<file path="config.mk">
export PLATFORM = sky130hd
export DESIGN_NAME = vrt_row_unit
export DESIGN_NICKNAME = d
export VERILOG_FILES = /design/src/sv/vrt_pkg.sv /design/src/sv/vrt_row_unit.sv
export SDC_FILE = /design/constraint.sdc
export NUM_CORES = 2
export LEC_CHECK = 0
export ABC_AREA = 1
export BUFFER_PORTS_ARGS = -buffer_cell sky130_fd_sc_hd__buf_2
export CAP_MARGIN = 5
export CORE_ASPECT_RATIO = 1.1
export CORE_MARGIN = 4
export CORE_UTILIZATION = 55
export DETAILED_ROUTE_END_ITERATION = 8
export PLACE_DENSITY = 0.75
export SLEW_MARGIN = 20
export SYNTH_ARGS = -nofsm -noshare
export SYNTH_HDL_FRONTEND = slang
export SYNTH_SLANG_ARGS = --single-unit
</file>
<file path="constraint.sdc">
create_clock -name clk -period 17.75 [get_ports clk]
set_clock_uncertainty 0.2 [all_clocks]
set_input_delay 0.8875 -clock clk [delete_from_list [all_inputs] [get_ports clk]]
set_output_delay 0.8875 -clock clk [all_outputs]
set_load 0.05 [all_outputs]
</file>
<file path="src/sv/vrt_pkg.sv">
// vrt_pkg: shared types and constants of the vertex rotate/translate/color core
// used by the channel interfaces, the row unit and the top level; no dependencies

package vrt_pkg;

  localparam int AXES     = 3;
  localparam int WORD_W   = 32;
  localparam int COEF_W   = 16;
  localparam int ROW_W    = AXES * COEF_W;
  localparam int PROD_W   = COEF_W + WORD_W;
  localparam int ACC_W    = PROD_W + 2;
  localparam int FRAC_SH  = 14;
  localparam int RND_W    = ACC_W - FRAC_SH;
  localparam int SUM_W    = RND_W + 1;
  localparam int COLOR_W  = SUM_W + 8;
  localparam int CFG_W    = 64;
  localparam int ADDR_W   = 6;

  typedef logic signed [WORD_W-1:0] word_t;
  typedef logic [ROW_W-1:0]         row_t;
  typedef logic [AXES-1:0][WORD_W-1:0] vec_t;

  // register indexes on the configuration port
  typedef enum logic [2:0] {
    REG_ROT_ROW0 = 3'd0,
    REG_ROT_ROW1 = 3'd1,
    REG_ROT_ROW2 = 3'd2,
    REG_TRANS_X  = 3'd3,
    REG_TRANS_Y  = 3'd4,
    REG_TRANS_Z  = 3'd5
  } reg_idx_t;

  localparam row_t ROT_ROW0_RST = 48'h0000_0000_4000;
  localparam row_t ROT_ROW1_RST = 48'h0000_4000_0000;
  localparam row_t ROT_ROW2_RST = 48'h4000_0000_0000;

  // load enables of the four pipeline stages
  typedef struct packed {
    logic s1;
    logic s2;
    logic s3;
    logic s4;
  } stage_en_t;

endpackage

</file>
<file path="src/sv/vrt_row_unit.sv">
// vrt_row_unit: four-stage datapath for one matrix row: multiply, sum,
// round plus translate, saturate plus color; depends on vrt_pkg

module vrt_row_unit (
  input  logic               clk,
  input  vrt_pkg::stage_en_t en,
  input  vrt_pkg::row_t      row,
  input  vrt_pkg::vec_t      pos,
  input  vrt_pkg::word_t     trans,
  output vrt_pkg::word_t     pos_o,
  output logic [31:0]        color_o
);
  import vrt_pkg::*;

  logic signed [PROD_W-1:0] prod_r   [AXES];
  logic signed [PROD_W-1:0] prod_nxt [AXES];
  logic signed [ACC_W-1:0]  acc_r, acc_nxt;
  logic signed [ACC_W-1:0]  acc_rnd;
  logic signed [SUM_W-1:0]  sum_r, sum_nxt;
  logic [SUM_W-1:0]         mag;
  logic [COLOR_W-1:0]       color_full;
  word_t                    pos_r, pos_nxt;
  logic [WORD_W-1:0]        color_r, color_nxt;

  // stage 1: products of row entries and position components
  always_comb begin
    for (int j = 0; j < AXES; j++) begin
      prod_nxt[j] = PROD_W'($signed(row[COEF_W*j +: COEF_W]))
                  * PROD_W'($signed(pos[j]));
    end
  end

  // stage 2: exact row sum
  assign acc_nxt = ACC_W'(prod_r[0]) + ACC_W'(prod_r[1]) + ACC_W'(prod_r[2]);

  // stage 3: round to nearest, ties up, then add translation at full width
  assign acc_rnd = acc_r + ACC_W'(1 << (FRAC_SH - 1));
  assign sum_nxt = SUM_W'($signed(acc_rnd[ACC_W-1:FRAC_SH])) + SUM_W'(trans);

  // stage 4: signed saturation of the position, 255 * |sum| for color
  always_comb begin
    if (!sum_r[SUM_W-1] && (sum_r[SUM_W-2:WORD_W-1] != '0)) begin
      pos_nxt = {1'b0, {(WORD_W-1){1'b1}}};
    end else if (sum_r[SUM_W-1] && (sum_r[SUM_W-2:WORD_W-1] != '1)) begin
      pos_nxt = {1'b1, {(WORD_W-1){1'b0}}};
    end else begin
      pos_nxt = sum_r[WORD_W-1:0];
    end
    mag        = sum_r[SUM_W-1] ? SUM_W'(-sum_r) : SUM_W'(sum_r);
    color_full = {mag, 8'h00} - COLOR_W'(mag);
    if (color_full[COLOR_W-1:WORD_W] != '0) begin
      color_nxt = '1;
    end else begin
      color_nxt = color_full[WORD_W-1:0];
    end
  end

  // payload registers, loaded by the stage enables
  always_ff @(posedge clk) begin
    if (en.s1) begin
      for (int j = 0; j < AXES; j++) prod_r[j] <= prod_nxt[j];
    end
    if (en.s2) acc_r <= acc_nxt;
    if (en.s3) sum_r <= sum_nxt;
    if (en.s4) begin
      pos_r   <= pos_nxt;
      color_r <= color_nxt;
    end
  end

  assign pos_o   = pos_r;
  assign color_o = color_r;
endmodule

</file>
==> flow_metrics.env <==
export IMPL_fin_nets=11353
export IMPL_crit_buf_inv=3
export IMPL_critPathMaxFanout=32
export IMPL_final_util_pct=57.9
export IMPL_dp_hpwl_mm=168
export IMPL_yosysWarnings=0
export IMPL_layout_drive_gt1_share_pct=4.84
export IMPL_cts_setup_buffers=0
export IMPL_finalCritPeriodShare_pct=41.2
export IMPL_tns_ns=0
export IMPL_wl_met2_mm=101
export IMPL_yosysTopAreaCellShare_pct=40.4
export IMPL_wirelength_mm=205
export IMPL_synth_most_common_cell="inv_1"
export IMPL_cts_root_buffer="clkbuf_16"
export IMPL_wl_met1_mm=79.9
export IMPL_fin_crit_ns=7.31
export IMPL_synth_top_cells_by_count="inv_1 (2698), nand2_1 (2030), fa_1 (1506)"
export IMPL_overflow=0
export IMPL_maxSlewViolCount=0
export IMPL_slowest_stage="fa_1"
export IMPL_syn_nets=11402
export IMPL_worst_slew_margin_rel_pct=40.1
export IMPL_avgSynthCellArea_um2=8.07
export IMPL_ys_types=59
export IMPL_initial_utilization_pct=55.5
export IMPL_cts_made_buffers=31
export IMPL_firstDrtPassIters=7
export IMPL_ctsHoldBuffers=0
export IMPL_arrival_ns=7.45
export IMPL_first_iter_violations=4183
export IMPL_grt_util_all_layers_pct=29.3
export IMPL_cpMostUsedCell="fa_1"
export IMPL_die_h_um=395
export IMPL_drc=0
export IMPL_rsz0062_at_grt="no"
export IMPL_grt_max_degree=74
export IMPL_io_buffers=244
export IMPL_yosysSeqAreaShare_pct=11.3
export IMPL_crit_type="primary input to register"
export IMPL_antenna_found_initial=5
export IMPL_clock_fmax_mhz=137
export IMPL_yosys_top_cells_area="fa_1 (40%), inv_1 (14%), edfxtp_1 (11%)"
export IMPL_hp_class="primary input to register"
export IMPL_grt_pass1_wl_mm=332
export IMPL_routabilityCongestion=0.972
export IMPL_ant_nets=0
export IMPL_worstPathRequired_ns=17.89
export IMPL_synth_top_area_cell="fa_1"
export IMPL_num_vias=59236
export IMPL_placement_rows=141
export IMPL_design_core_area_um2=135000
export IMPL_clk_latency_ns=0.62
export IMPL_cts_tree="yes"
export IMPL_cp_end_kind="register"
export IMPL_async_flop_share_pct=0
export IMPL_synthCells=9258
export IMPL_first_global_vias=63259
export IMPL_h_tree_depth=1
export IMPL_synth_edff_count=282
export IMPL_clk_pin_slew_ns=0.06
export IMPL_routedWlPerCell_um=18.6
export IMPL_synth_flop_cell="edfxtp_1"
export IMPL_drv_cap=0
export IMPL_maxUsedRoutingLayer="met4"
export IMPL_cp_cell_sequence="buf_2 -> nand2_1 -> inv_1 -> fa_1 -> fa_1 -> fa_1 -> fa_1 -> fa_1 -> fa_1 -> ha_1 -> nand2_1 -> nor2_1 -> inv_1 -> nor2_1 -> and3_1 -> nand3_1 -> o211ai_1 -> xor2_1"
export IMPL_worstMarginPinSlew_ns=0.899
export IMPL_crit_family="adder cells"
export IMPL_syn_area_um2=74700
export IMPL_clock_path_buffers=3
export IMPL_dieArea_um2=142000
export IMPL_syn_to_final_growth_pct=4.41
export IMPL_slowest_delay_ns=0.91
export IMPL_hold_viol=0
export IMPL_synth_seq_cells=282
export IMPL_cts_resized=0
export IMPL_boundaryPins=245
export IMPL_wl_met3_mm=14.8
export IMPL_fp_dieW_um=359
export IMPL_clock_sinks=282
export IMPL_start_kind="primary input"
export IMPL_setup_viol=0
export IMPL_vias_per_cell=5.37
export IMPL_status="finished clean"
## metal layers
layer  vias to the layer above  GRT usage (%)
li1                      26851              -
met1                     29323           37.8
met2                      2521           50.8
met3                       541           3.28
met4                         0           11.6
met5                         -              0
## cell type report
| cell class | instances | area [µm²] |
|---|---|---|
| clock inverters | 19 | 243 |
| fillers | 12155 | 56600 |
| clock buffers | 37 | 798 |
| repair buffers | 256 | 1340 |
| flip-flops and latches | 282 | 8470 |
| well taps | 1787 | 2240 |
| inverters | 2711 | 10200 |
| multi-input cells | 5927 | 54700 |
| diodes | 7 | 17.5 |
## cells in the final DEF (no fill, tap or decap), types with 20 or more instances in the layout
cell	synthesis	layout
inv_1	2698	2697
nand2_1	2030	2030
fa_1	1506	1506
nor2_1	486	486
ha_1	457	457
a21oi_1	345	344
edfxtp_1	282	282
buf_2	1	243
o21ai_0	195	194
xor2_1	191	191
nand3_1	119	119
xnor2_1	117	117
a31oi_1	95	95
nor3_1	44	44
o21a_1	41	41
nand3_2	38	38
nand4_1	34	34
clkbuf_16	0	31
nand2_2	30	30
nor4_1	24	24
nor2_2	20	20
## final timing paths
| check | startpoint | endpoint | slack [ns] | depth (start not counted) |
|---|---|---|---|---|
| hold reg to reg | sum_r[20]$_DFFE_PP_ | pos_o[20]$_SDFFCE_PP1P_ | 0.52 | 2 |
| setup / recovery | row[33] | prod_r[0][136]$_DFFE_PP_ | 10.44 | 18 |
| hold / removal | trans[0] | sum_r[0]$_DFFE_PP_ | 0.43 | 2 |
| setup reg to reg | sum_r[0]$_DFFE_PP_ | color_o[26]$_SDFFCE_PP1P_ | 11.96 | 25 |
## cells by family after synthesis
kind of cell	share of synthesized area [%]
compound gates	5.95
xor+xnor	3.61
fa+ha+maj	48.0
buf+inv	15.4
flops	11.3
simple gates	15.7
## worst reg2reg max path: stages, from the launching register on
cell      delay, ns
edfxtp_1       0.52
inv_2          0.27
ha_1           0.35
nand3_2        0.21
nor3_2         0.27
inv_2          0.08
nor2_2         0.16
inv_1          0.07
o21ai_0        0.19
xor2_1         0.39
inv_1          0.10
ha_1           0.39
nand2_1        0.13
nor2_1         0.23
nand2_1        0.09
nor3_1         0.16
nand3_1        0.11
nand3_1        0.23
nand3b_1       0.19
nand2_1        0.09
nand2_1        0.05
nand2_1        0.05
nand2_1        0.09
nor2_4         0.54
buf_16         0.25
nand3_2        0.10
## stage by stage
stage	worst slack (ns)	std cells	hold WS (ns)	cell area, µm²
after floorplan	10.88	9258	0.421	74700
after global placement	10.01	10962	0.509	76900
after detailed placement	9.90	10962	0.504	76900
after CTS	10.54	11018	0.381	78000
after global routing	10.15	11023	0.411	78000
final	10.44	11026	0.429	78000
## flip-flops by register name (all words and copies together), names as in the netlist
signal   flops
pos_o       32
sum_r       37
prod_r     144
color_o     32
acc_r       37
Power is not shown: default switching activity piles up to over one toggle a cycle in this logic, so the estimate is an artifact.
